[src/design/plcr_pkg.sv]
// Package for the packet length code receiver: status codes, field widths
// and the CRC-8 column table. No dependencies.
`timescale 1ns / 1ps

package plcr_pkg;

    localparam int unsigned LEN_W     = 16;
    localparam int unsigned CODE_W    = 32;
    localparam int unsigned CRC_W     = 8;
    localparam int unsigned CNT_W     = 32;
    localparam int unsigned NIB_W     = 4;
    localparam int unsigned SHIFT_W   = 40;
    localparam int unsigned CFG_IDX_W = 8;

    localparam logic [NIB_W-1:0]     NIBBLES_PER_CODE = 4'd10;
    localparam logic [LEN_W-1:0]     SIGNAL_RESET     = 16'd61;
    localparam logic [LEN_W-1:0]     BASE_RESET       = 16'd392;
    localparam logic [CFG_IDX_W-1:0] REG_SIGNAL_LEN   = 8'd0;
    localparam logic [CFG_IDX_W-1:0] REG_BASE_LEN     = 8'd1;

    // Per-item outcome reported on the result beat
    typedef enum logic [2:0] {
        ST_IGNORED   = 3'd0,
        ST_STARTED   = 3'd1,
        ST_NIBBLE    = 3'd2,
        ST_BAD_LEN   = 3'd3,
        ST_RANGE     = 3'd4,
        ST_PASS      = 3'd5,
        ST_FAIL      = 3'd6
    } t_status;

    // CRC-8 (poly 0x07, init 0) is linear in the data bits: entry i is the
    // register contribution of data bit i, i.e. x^i mod the polynomial.
    typedef logic [CRC_W-1:0] t_crc_tab [CODE_W];
    localparam t_crc_tab CRC_COL = '{
        8'h01, 8'h02, 8'h04, 8'h08, 8'h10, 8'h20, 8'h40, 8'h80,
        8'h07, 8'h0E, 8'h1C, 8'h38, 8'h70, 8'hE0, 8'hC7, 8'h89,
        8'h15, 8'h2A, 8'h54, 8'hA8, 8'h57, 8'hAE, 8'h5B, 8'hB6,
        8'h6B, 8'hD6, 8'hAB, 8'h51, 8'hA2, 8'h43, 8'h86, 8'h0B
    };

    // XOR of the table columns selected by the word's bits
    function automatic logic [CRC_W-1:0] crc8_word(input logic [CODE_W-1:0] word);
        logic [CRC_W-1:0] acc;
        acc = '0;
        for (int i = 0; i < CODE_W; i++) begin
            if (word[i]) begin
                acc = acc ^ CRC_COL[i];
            end
        end
        return acc;
    endfunction

endpackage

[src/design/packet_length_code_receiver_top.sv]
// Packet length code receiver: decodes nibbles from packet lengths, checks
// the CRC-8 of each 32-bit code and keeps pass/fail counters.
// Depends on plcr_pkg.
`timescale 1ns / 1ps

// Path: input register, then decode/CRC logic into the result register.
// Throughput: one beat per cycle unless the result stream stalls; the
//   decode state is updated as each item leaves the input register, so
//   back-to-back items see it at once.
// Reset: synchronous, active low; idle, counters zero, signal_length 61,
//   base_length 392.
module packet_length_code_receiver_top (
    input  logic                               i_clk,
    input  logic                               i_rst_n,
    // input stream: tdata = packet_length[15:0]
    input  logic                               i_s_tvalid,
    output logic                               o_s_tready,
    input  logic [plcr_pkg::LEN_W-1:0]         i_s_tdata,
    // result stream
    output logic                               o_m_tvalid,
    input  logic                               i_m_tready,
    // tdata = short_code[31:0], received_crc[39:32], computed_crc[47:40],
    //         codes_total[79:48], codes_passed[111:80], codes_failed[143:112]
    output logic [143:0]                       o_m_tdata,
    // tuser = status[2:0]
    output logic [2:0]                         o_m_tuser,
    // configuration write channel
    input  logic                               i_cfg_valid,
    output logic                               o_cfg_ready,
    input  logic [plcr_pkg::CFG_IDX_W-1:0]     i_cfg_index,
    input  logic [plcr_pkg::LEN_W-1:0]         i_cfg_data
);

    // Configuration registers
    logic [plcr_pkg::LEN_W-1:0]   r_signal_len;
    logic [plcr_pkg::LEN_W-1:0]   r_base_len;

    // Input register
    logic                         r_in_valid;
    logic [plcr_pkg::LEN_W-1:0]   r_len;

    // Decode state
    logic                         r_decoding,  n_decoding;
    logic [plcr_pkg::NIB_W-1:0]   r_nib_cnt,   n_nib_cnt;
    logic [plcr_pkg::SHIFT_W-1:0] r_shift,     n_shift;
    logic [plcr_pkg::CNT_W-1:0]   r_total,     n_total;
    logic [plcr_pkg::CNT_W-1:0]   r_pass,      n_pass;
    logic [plcr_pkg::CNT_W-1:0]   r_fail,      n_fail;

    // Result register
    logic                         r_out_valid;
    plcr_pkg::t_status            r_status,    n_status;
    logic [plcr_pkg::CODE_W-1:0]  r_code,      n_code;
    logic [plcr_pkg::CRC_W-1:0]   r_rx_crc,    n_rx_crc;
    logic [plcr_pkg::CRC_W-1:0]   r_calc_crc,  n_calc_crc;

    // Datapath intermediates
    logic                         advance;
    logic [plcr_pkg::LEN_W-1:0]   diff;
    logic [plcr_pkg::SHIFT_W-1:0] shifted;
    logic [plcr_pkg::NIB_W-1:0]   cnt_inc;
    logic [plcr_pkg::CRC_W-1:0]   crc_calc;

    // Handshakes: result register frees when empty or taken
    assign advance     = !r_out_valid || i_m_tready;
    assign o_s_tready  = !r_in_valid || advance;
    assign o_cfg_ready = 1'b1;

    // Config writes; unknown indexes are dropped
    always_ff @(posedge i_clk) begin
        if (!i_rst_n) begin
            r_signal_len <= plcr_pkg::SIGNAL_RESET;
            r_base_len   <= plcr_pkg::BASE_RESET;
        end else if (i_cfg_valid) begin
            if (i_cfg_index == plcr_pkg::REG_SIGNAL_LEN) begin
                r_signal_len <= i_cfg_data;
            end else if (i_cfg_index == plcr_pkg::REG_BASE_LEN) begin
                r_base_len <= i_cfg_data;
            end
        end
    end

    // Input register
    always_ff @(posedge i_clk) begin
        if (!i_rst_n) begin
            r_in_valid <= 1'b0;
        end else if (o_s_tready) begin
            r_in_valid <= i_s_tvalid;
        end
    end

    always_ff @(posedge i_clk) begin
        if (i_s_tvalid && o_s_tready) begin
            r_len <= i_s_tdata;
        end
    end

    // Nibble decode, CRC and counter update
    assign diff     = r_len - r_base_len;
    assign shifted  = {r_shift[plcr_pkg::SHIFT_W-plcr_pkg::NIB_W-1:0],
                       diff[plcr_pkg::NIB_W+3:4]};
    assign cnt_inc  = r_nib_cnt + 4'd1;
    assign crc_calc = plcr_pkg::crc8_word(shifted[plcr_pkg::SHIFT_W-1:plcr_pkg::CRC_W]);

    always_comb begin
        n_decoding = r_decoding;
        n_nib_cnt  = r_nib_cnt;
        n_shift    = r_shift;
        n_total    = r_total;
        n_pass     = r_pass;
        n_fail     = r_fail;
        n_status   = plcr_pkg::ST_IGNORED;
        n_code     = '0;
        n_rx_crc   = '0;
        n_calc_crc = '0;
        priority if (!r_decoding) begin
            if (r_len == r_signal_len) begin
                n_decoding = 1'b1;
                n_nib_cnt  = '0;
                n_shift    = '0;
                n_status   = plcr_pkg::ST_STARTED;
            end
        end else if (r_len < r_base_len || diff[3:0] != 4'd0) begin
            n_decoding = 1'b0;
            n_nib_cnt  = '0;
            n_shift    = '0;
            n_status   = plcr_pkg::ST_BAD_LEN;
        end else if (diff[plcr_pkg::LEN_W-1:8] != '0) begin
            // quotient above 15
            n_decoding = 1'b0;
            n_nib_cnt  = '0;
            n_shift    = '0;
            n_status   = plcr_pkg::ST_RANGE;
        end else if (cnt_inc == plcr_pkg::NIBBLES_PER_CODE) begin
            // last nibble: code and CRC complete
            n_decoding = 1'b0;
            n_nib_cnt  = '0;
            n_shift    = '0;
            n_code     = shifted[plcr_pkg::SHIFT_W-1:plcr_pkg::CRC_W];
            n_rx_crc   = shifted[plcr_pkg::CRC_W-1:0];
            n_calc_crc = crc_calc;
            n_total    = r_total + 32'd1;
            if (crc_calc == shifted[plcr_pkg::CRC_W-1:0]) begin
                n_pass   = r_pass + 32'd1;
                n_status = plcr_pkg::ST_PASS;
            end else begin
                n_fail   = r_fail + 32'd1;
                n_status = plcr_pkg::ST_FAIL;
            end
        end else begin
            n_nib_cnt = cnt_inc;
            n_shift   = shifted;
            n_status  = plcr_pkg::ST_NIBBLE;
        end
    end

    // State and result registers advance together
    always_ff @(posedge i_clk) begin
        if (!i_rst_n) begin
            r_decoding  <= 1'b0;
            r_nib_cnt   <= '0;
            r_shift     <= '0;
            r_total     <= '0;
            r_pass      <= '0;
            r_fail      <= '0;
            r_out_valid <= 1'b0;
        end else if (advance) begin
            r_out_valid <= r_in_valid;
            if (r_in_valid) begin
                r_decoding <= n_decoding;
                r_nib_cnt  <= n_nib_cnt;
                r_shift    <= n_shift;
                r_total    <= n_total;
                r_pass     <= n_pass;
                r_fail     <= n_fail;
            end
        end
    end

    always_ff @(posedge i_clk) begin
        if (advance && r_in_valid) begin
            r_status   <= n_status;
            r_code     <= n_code;
            r_rx_crc   <= n_rx_crc;
            r_calc_crc <= n_calc_crc;
        end
    end

    // Output beat; counters in the result register are the post-item values
    assign o_m_tvalid = r_out_valid;
    assign o_m_tuser  = r_status;
    assign o_m_tdata  = {r_fail, r_pass, r_total, r_calc_crc, r_rx_crc, r_code};

    // Checks
    a_nib_cnt_range: assert property (@(posedge i_clk) disable iff (!i_rst_n)
        r_nib_cnt < plcr_pkg::NIBBLES_PER_CODE)
        else $error("nibble count past code length");

    a_idle_clean: assert property (@(posedge i_clk) disable iff (!i_rst_n)
        !r_decoding |-> (r_nib_cnt == '0 && r_shift == '0))
        else $error("idle with leftover nibble state");

    a_counters_sum: assert property (@(posedge i_clk) disable iff (!i_rst_n)
        r_total == r_pass + r_fail)
        else $error("total differs from pass plus fail");

    a_pass_crc: assert property (@(posedge i_clk) disable iff (!i_rst_n)
        (r_out_valid && r_status == plcr_pkg::ST_PASS) |-> (r_rx_crc == r_calc_crc))
        else $error("pass reported with mismatching CRC");

    a_code_zero: assert property (@(posedge i_clk) disable iff (!i_rst_n)
        (r_out_valid && r_status != plcr_pkg::ST_PASS && r_status != plcr_pkg::ST_FAIL)
        |-> (r_code == '0 && r_rx_crc == '0 && r_calc_crc == '0))
        else $error("code fields set without completion");

endmodule

[config.mk]
export PLATFORM = sky130hd
export DESIGN_NAME = packet_length_code_receiver_top
export DESIGN_NICKNAME = d
export VERILOG_FILES = /design/src/design/plcr_pkg.sv /design/src/design/packet_length_code_receiver_top.sv
export SDC_FILE = /design/constraint.sdc
export NUM_CORES = 1
export LEC_CHECK = 0
export BUFFER_PORTS_ARGS = -buffer_cell sky130_fd_sc_hd__buf_4
export CAP_MARGIN = 20
export CORE_UTILIZATION = 57
export DETAILED_ROUTE_END_ITERATION = 10
export MAX_ROUTING_LAYER = met4
export PLACE_DENSITY = 0.88
export SETUP_SLACK_MARGIN = 0.2
export SYNTH_ARGS = -nofsm -noshare
export SYNTH_HDL_FRONTEND = slang
export SYNTH_SLANG_ARGS = --single-unit
[constraint.sdc]
create_clock -name i_clk -period 5.1 [get_ports i_clk]
set_input_delay 0.255 -clock i_clk [delete_from_list [all_inputs] [get_ports i_clk]]
set_output_delay 0.255 -clock i_clk [all_outputs]
set_load 0.02 [all_outputs]
==> run metrics, run 1 <==
outcome finished, final reports clean; Max Root-Sink Buffers 3; largest net degree at the start of global routing 114; final design instance area without fill 14600 sq um; WL per Instance 17.3 um; area fraction of the dominant cell type after synthesis 28.9%; I/O pin count 195; Post-synth EDFFs 67; Clock power frac 44.6%; Layout Cells excl Fill 1740; routed vias 10400; Initial Utilization 58.4%; number of distinct library cells after synthesis 64; critical path buffer and inverter count 1; Site Rows 52; async set-reset flop share out of synthesis 0%; DRT iter0 DRCs 763; Max-cap violations 0; FILL cells 1479; Period minus WS final 4.19 ns; clock slew at reported path FFs 0.06 ns; area delta synth->final 22.9%; crit path cell chain inv_1, ha_1, fa_1, and2b_1, o2111ai_1, a211oi_1, or4b_1, nor4b_2, or4b_4, or4_1, a21oi_1; post-synthesis sequential area ratio 45.9%; H-tree depth 1; Critical Path RT 5.51 ns; Int Pwr 3.18 mW; Inserted Clock Buffers 24; Yosys top cell by area dfxtp_1; PwrDens 280 nW/um^2; syn avg cell area 9.34 sq um; Finish-stage setup viols 0; NetSw 902 uW; placed cell area 13400 sq um; # nets final 1518; Hold Vio Cnt, Final 0; PortBufs 193; Synth area leaders dfxtp_1 29%, edfxtp_1 17%, a21oi_1 5.4%; Die ar. 21400 sq um; Vias/cell 6.00; leakage power 5.41 nW; Die W 146 um; FF+latch count, synth 238; VDD IR-drop max 0.263 mV; Post-DP HPWL 19200 um; gr ovfl total 0; Startpoint Class flip-flop; vias in the first global route 9806; Max FO, Critical Path 113; total core area 20300 sq um; TNS Setup 0 ns; Setup CP Type reg2reg; Synth Instances 1268; area of the multi-input gates 6000 sq um; Reg power frac 48.7%; Tightest Pin Transition 1.12 ns; worst clock skew 0.0178 ns; global placement routability congestion 0.875; Synth Cell Area 11800 sq um; die height 146 um; worst rel slew slack 25.4%; initial antenna violation count 1; placed cell count 1662; f_max 239 MHz; top_reg_cell synth dfxtp_1; worst-skew pair later-pin latency 0.52 ns; global-route wire length before repair 48500 um; CP delay by family, top simple AND/OR/NAND/NOR gates; # clock sinks 238; worst hold path type in2reg; post-cts sizing count 0; CTS tree built; GRT Util Overall 28.2%; WL final 30000 um; Largest stage delay, worst path 0.89 ns; unrepaired setup endpoints after global routing false; crit end category flip-flop; Switching Fraction 22.1%; Ys Warns 0; post-synth net total 1335; Final period util 82.1%; Initial DRT Pass Iterations 6; Total Power 4.08 mW; CP arrival 4.59 ns; number of nets still failing antenna checks after routing 0; final core utilization 71.7%; count of pins over their slew limit 0; CP max-delay cell or4b_4; root buffer cell clkbuf_16; drt drc 0; share of post-route cells with drive strength above 1 17.3%; Comb pwr share 6.6%; register area 5440 sq um
## layout by cell type, fill, tap and decap left out, types with 35 or more instances in the layout
cell type,n
buf_4,203
a21oi_1,127
nand3_1,88
nand2_1,93
o31ai_1,59
xnor2_1,64
and2_1,57
edfxtp_1,67
mux2i_1,35
dfxtp_1,171
or4_1,58
nor2_1,78
## power by group through the flow
stage / combinational, mW / clock, mW / sequential (mW)
2_1_floorplan: 0.126 / 0 / 2.05
3_3_place_gp: 0.242 / 0 / 2.03
3_5_place_dp: 0.246 / 0 / 2.03
4_1_cts: 0.267 / 1.84 / 1.99
5_1_grt: 0.291 / 1.93 / 1.99
6_report: 0.271 / 1.82 / 1.99
## worst paths after layout
| kind | cells past startpoint | endpoint | slack (ns) | startpoint |
|---|---|---|---|---|
| min reg2reg | 2 | r_shift[9] | 0.49 | r_shift[9] |
| max reg2reg | 11 | r_fail[11] | 0.91 | r_len[0] |
| min | 4 | o_m_tvalid | 0.05 | i_m_tready |
| max | 11 | r_fail[11] | 0.91 | r_len[0] |
## registers in the layout, indices dropped and copies added (netlist names), 3 cells and up
register / cells
r_total: 32
r_rx_crc: 8
r_shift: 36
r_fail: 32
o_m_tuser: 3
r_base_len: 16
r_nib_cnt: 4
r_code: 32
r_calc_crc: 8
r_signal_len: 16
r_len: 16
r_pass: 32
## logic make-up (layout without fill, tap and decap cells)
group / count (synthesis) / after routing / synth area share, %
other: 1 / 2 / 0.0317
buffers and inverters: 112 / 313 / 3.86
XOR/XNOR: 100 / 100 / 8.28
AND/OR/NAND/NOR: 488 / 488 / 22.4
AO/OA/AOI/OAI: 271 / 271 / 14.1
flip-flops: 238 / 238 / 45.9
adder cells (fa/ha/maj): 22 / 22 / 2.39
multiplexers: 36 / 36 / 3.05
## routing by layer
| layer | vias up | global-route usage, % | part of all wire [%] |
|---|---|---|---|
| met5 | - | - | 0 |
| met4 | 0 | 9.64 | 2.7 |
| met3 | 60 | 3.44 | 5.4 |
| li1 | 5014 | - | - |
| met1 | 5006 | 34.7 | 41 |
| met2 | 356 | 48.0 | 51 |
## metrics by stage
stage | setup slack (ns) | hold WS (ns)
after floorplan | 1.38 | 0.354
after global placement | 1.17 | 0.434
after detailed placement | 1.07 | 0.434
after CTS | 0.990 | 0.0406
after global routing | 0.666 | 0.0629
final | 0.913 | 0.0509
## cells in the mapped netlist, types with 6 or more instances
| cell type | count |
|---|---|
| dfxtp_1 | 171 |
| a21oi_1 | 127 |
| nand2_1 | 93 |
| nand3_1 | 88 |
| nor2_1 | 79 |
| edfxtp_1 | 67 |
| xnor2_1 | 64 |
| clkbuf_1 | 63 |
| o31ai_1 | 59 |
| or4_1 | 58 |
| and2_1 | 57 |
| mux2i_1 | 35 |
| inv_1 | 32 |
| o21ai_0 | 30 |
| xor2_1 | 28 |
| nand4_1 | 26 |
| and3_1 | 23 |
| ha_1 | 21 |
| or3_1 | 16 |
| o21a_1 | 14 |
| and4_1 | 12 |
| buf_2 | 8 |
| nor2b_1 | 6 |
| nor3_1 | 6 |
| xnor3_1 | 6 |
## cell type report
cell class | count | area share (%)
tap | 270 | 2.32
timing repair buffer | 236 | 12.7
clock buffer | 29 | 4.40
clock inverter | 15 | 1.17
sequential | 238 | 37.3
inverter | 33 | 0.868
antenna | 1 | 0.0172
multi-input combinational | 918 | 41.2
## repair_timing
item	4_1_cts	5_1_grt
hold buffers	33	0
buffers inserted	0	0
hold endpoints to repair	40	0
## worst min-delay path, delay by kind of cell
family / cells / cell delay [ns]
and+or+nand+nor: 3 / 0.19
buffers and inverters: 1 / 0.08
No activity file was read; power rests on OpenSTA's default activity.
==> inputs of run 2 (changes only) <==
==> constraint.sdc (replaced) <==
create_clock -name i_clk -period 3.9 [get_ports i_clk]
set_input_delay 0.195 -clock i_clk [delete_from_list [all_inputs] [get_ports i_clk]]
set_output_delay 0.195 -clock i_clk [all_outputs]
set_load 0.02 [all_outputs]
==> run metrics, run 2 (synthesis gave the netlist of run 1 again) <==
Finish-stage setup viols 0; I/O pin count 195; DRT iter0 DRCs 814; Max FO, Critical Path 8; WL final 33000 um; commonest cells after routing, fill and taps aside 221 x buf_4, 171 x dfxtp_1, 120 x a21oi_1, 92 x nand2_1, 87 x nand3_1; largest net degree at the start of global routing 83; most common cell after layout, fill and taps aside buf_4; count of pins over their slew limit 0; critical path buffer and inverter count 1; Largest stage delay, worst path 0.54 ns; placed cell area 13500 sq um; unrepaired setup endpoints after global routing true; gr ovfl total 0; global-route wire length before repair 51000 um; Vias/cell 6.11; Initial DRT Pass Iterations 5; share of post-route cells with drive strength above 1 22.0%; top register by number of flip-flops r_shift; Site Rows 52; placed cell count 1670; VDD IR-drop max 0.367 mV; Startpoint Class flip-flop; worst clock skew 0.0123 ns; die height 146 um; CP delay by family, top simple AND/OR/NAND/NOR gates; Die ar. 21400 sq um; WL per Instance 18.6 um; Initial Utilization 58.4%; Post-DP HPWL 19000 um; CTS tree built; final core utilization 75.5%; Hold Vio Cnt, Final 0; clock slew at reported path FFs 0.07 ns; CP max-delay cell or4b_4; Inserted Clock Buffers 25; crit path cell chain inv_2, ha_4, fa_2, and2b_2, o31a_1, or4b_4, nand3_4, xnor2_2, or3_4, a211o_4, or4_1, a21oi_1; diode count 0; vias in the first global route 10000; Critical Path RT 4.33 ns; crit end category flip-flop; Tightest Pin Transition 1.10 ns; Setup CP Type reg2reg; Total Power 5.64 mW; Die W 146 um; GRT Util Overall 29.7%; final design instance area without fill 15300 sq um; PwrDens 368 nW/um^2; # nets final 1556; Period minus WS final 3.82 ns; drt drc 0; CP arrival 4.25 ns; worst rel slew slack 26.1%; worst hold path type in2reg; f_max 262 MHz; max FFs per register 36; global placement routability congestion 0.884; routed vias 10900; H-tree depth 1; leakage power 5.73 nW; Layout Cells excl Fill 1777; area delta synth->final 29.5%; outcome finished, final reports clean; total core area 20300 sq um; # clock sinks 238; worst-skew pair later-pin latency 0.52 ns; initial antenna violation count 0; Max Root-Sink Buffers 3; number of nets still failing antenna checks after routing 0; Final period util 98.0%; PortBufs 193; root buffer cell clkbuf_16; Max-cap violations 0
-- run 2: changes by cell type in the layout (fill, tap and decap cells not counted), sizes merged --
cell / previous run / this run
buf: 203 / 227
dlygate4sd3: 33 / 38
a211o: 3 / 7
bufinv: 4 / 7
clkinvlp: 0 / 3
clkinv: 11 / 9
bufbuf: 0 / 1
diode: 1 / 0
-- run 2: what timing repair did --
action                                  in CTS  in global routing
resized for setup                           10                 41
hold endpoints to repair                    49                  0
endpoints found under the setup margin      79                120
hold buffers                                38                  0
buffers inserted                             5                 11
pin swaps                                    5                 43
gates cloned                                 5                  3
-- run 2: final timing paths --
check,from,end,slack [ns],cells after the start
max,r_len[0],r_pass[4],0.08,12
min,i_rst_n,r_total[31],0.04,2
max reg2reg,r_len[0],r_pass[4],0.08,12
min reg2reg,r_fail[31],r_fail[31],0.49,2
-- run 2: area by class of cell --
cell class                 count  area, sq um
sequential                   238         5440
fill                        1381         4960
clock inverter                19          277
tap                          270          338
timing repair buffer         269         2270
inverter                      33          126
multi-input combinational    922         6250
clock buffer                  26          629
-- run 2: worst register-to-register path: stages, from the launching register on --
cell	delay, ns
edfxtp_1	0.41
inv_2	0.09
ha_4	0.13
fa_2	0.20
and2b_2	0.24
o31a_1	0.31
or4b_4	0.54
nand3_4	0.11
xnor2_2	0.08
or3_4	0.47
a211o_4	0.43
or4_1	0.52
a21oi_1	0.19
-- run 2: power breakdown --
| part | switching (mW) | internal, mW |
|---|---|---|
| Combinational | 0.236 | 0.163 |
| Clock | 1.00 | 1.64 |
| Sequential | 0.0210 | 2.58 |
| Total | 1.26 | 4.38 |
-- run 2: through the flow --
| step | hold WS (ns) | setup TNS (ns) | setup slack, ns |
|---|---|---|---|
| 6_report | 0.0352 | 0 | 0.0793 |
| 5_1_grt | 0.0350 | 0 | 0.0377 |
| 4_1_cts | 0.0298 | 0 | 0.186 |
| 3_5_place_dp | 0.374 | -0.0845 | -0.0248 |
| 3_3_place_gp | 0.373 | 0 | 0.129 |
| 2_1_floorplan | 0.294 | 0 | 0.254 |
-- run 2: routing by layer --
metal | vias up | wire length (um) | global-route usage, % | share of wire (%)
met4 | 0 | 918 | 8.80 | 2.8
met3 | 79 | 2020 | 3.50 | 6.1
met1 | 5223 | 13300 | 36.6 | 40
met2 | 479 | 16800 | 51.3 | 51
li1 | 5083 | - | - | -
met5 | - | 0 | - | 0
==> inputs of run 3 (changes only) <==
==> constraint.sdc (replaced) <==
create_clock -name i_clk -period 3.9 [get_ports i_clk]
set_input_delay 0.195 -clock i_clk [delete_from_list [all_inputs] [get_ports i_clk]]
set_output_delay 0.195 -clock i_clk [all_outputs]
set_load 0.1 [all_outputs]
==> run metrics, run 3 (synthesis gave the netlist of run 1 again) <==
Die ar. 21400 sq um; die height 146 um; PortBufs 193; unrepaired setup endpoints after global routing true; Final period util 95.5%; final design instance area without fill 15400 sq um; Vias/cell 6.14; root buffer cell clkbuf_16; FILL cells 1311; TNS Setup 0 ns; CP arrival 4.17 ns; WL final 33000 um; Int Pwr 4.32 mW; Post-DP HPWL 19000 um; crit end category flip-flop; Max-cap violations 0; drt drc 0; Finish-stage setup viols 0; Inserted Clock Buffers 25; Initial DRT Pass Iterations 5; diode count 0; PwrDens 373 nW/um^2; vias in the first global route 10100; WL per Instance 18.5 um; Max Root-Sink Buffers 3; routed vias 10900; NetSw 1.44 mW; worst rel slew slack 27.1%; I/O pin count 195; placed cell area 13500 sq um; Initial Utilization 58.4%; number of nets still failing antenna checks after routing 0; Comb pwr share 10.3%; area delta synth->final 30.4%; Tightest Pin Transition 1.09 ns; Switching Fraction 24.9%; Max FO, Critical Path 8; largest net degree at the start of global routing 99; Period minus WS final 3.72 ns; H-tree depth 1; Clock power frac 44.6%; leakage power 5.70 nW; Hold Vio Cnt, Final 0; hold slack 0.261 ns; max FFs per register 36; Reg power frac 45.2%; worst-skew pair later-pin latency 0.52 ns; CTS tree built; outcome finished, final reports clean; DRT iter0 DRCs 770; initial antenna violation count 0; # nets final 1556; worst hold path type in2reg; # clock sinks 238; worst clock skew 0.00865 ns; clock slew at reported path FFs 0.07 ns; count of pins over their slew limit 0; global-route wire length before repair 51200 um; Critical Path RT 4.34 ns; Die W 146 um; gr ovfl total 0; Startpoint Class flip-flop; share of post-route cells with drive strength above 1 24.3%; total core area 20300 sq um; GRT Util Overall 29.7%; global placement routability congestion 0.855; final core utilization 76.1%; VDD IR-drop max 0.306 mV; top register by number of flip-flops r_shift; most common cell after layout, fill and taps aside buf_4; commonest cells after routing, fill and taps aside 221 x buf_4, 171 x dfxtp_1, 105 x a21oi_1, 93 x nand2_1, 87 x nand3_1; Site Rows 52; Setup CP Type reg2reg; f_max 269 MHz
-- run 3: cell count changes in the layout (fill, tap and decap cells not counted), moves of 2 or more --
cell,delta
ha_2,+2
a21oi_2,+15
or4_1,-8
o31ai_2,+7
clkinv_2,-5
ha_1,-3
bufinv_16,-2
clkinv_1,+3
buf_6,+5
o31ai_1,-8
or4_4,+8
a21oi_1,-15
buf_12,-3
-- run 3: what timing repair did --
action,4_1_cts,5_1_grt
pin swaps,4,72
setup buffers,3,11
hold endpoints to repair,50,0
cloned,4,6
hold buffers,37,0
gates resized for setup,11,83
setup endpoints to repair,61,154
-- run 3: power by group through the flow --
| stage | sequential (mW) | combinational [mW] | clock (mW) |
|---|---|---|---|
| after floorplan | 2.84 | 0.170 | 0 |
| after global placement | 2.65 | 0.486 | 0 |
| after detailed placement | 2.65 | 0.492 | 0 |
| after CTS | 2.60 | 0.541 | 2.59 |
| after global routing | 2.60 | 0.616 | 2.68 |
| final | 2.60 | 0.592 | 2.57 |
-- run 3: final cells by class --
| class | instances | area [sq um] | area share (%) |
|---|---|---|---|
| inverter | 33 | 130 | 0.842 |
| timing repair buffer | 268 | 2210 | 14.3 |
| clock buffer | 29 | 672 | 4.35 |
| multi-input combinational | 923 | 6450 | 41.7 |
| tap | 270 | 338 | 2.19 |
| sequential | 238 | 5440 | 35.2 |
| clock inverter | 16 | 214 | 1.38 |
-- run 3: worst paths after layout --
check	from	cells after the start	slack [ns]	end
max	r_len[0]	12	0.18	r_pass[29]
min	i_cfg_index[0]	5	0.26	r_signal_len[5]
max reg2reg	r_len[0]	12	0.18	r_pass[29]
min reg2reg	r_shift[32]	2	0.49	r_shift[32]
-- run 3: critical path, cell delays in order, from the launching register on --
cell and delay (ns):
edfxtp_1 0.42, inv_2 0.09, ha_4 0.14, fa_2 0.21
and2b_2 0.24, o31a_1 0.32, or4b_4 0.56, nand3_4 0.11
xnor2_2 0.07, or3_4 0.46, a211o_4 0.44, or4_4 0.45
a21oi_2 0.15
-- run 3: metal layers --
layer  track usage [%]  share of wire [%]
met5                 -                  0
met4              8.75                2.4
met3              4.28                5.9
met2              50.8                 51
met1              36.4                 41
-- run 3: through the flow --
step                      power [mW]  setup slack [ns]  instances
after global placement          3.14             0.124       1671
after CTS                       5.72             0.206       1760
after floorplan                 3.01             0.254       1268
after global routing            5.90            0.0802       1777
final                           5.76             0.176       1777
after detailed placement        3.14           0.00661       1671
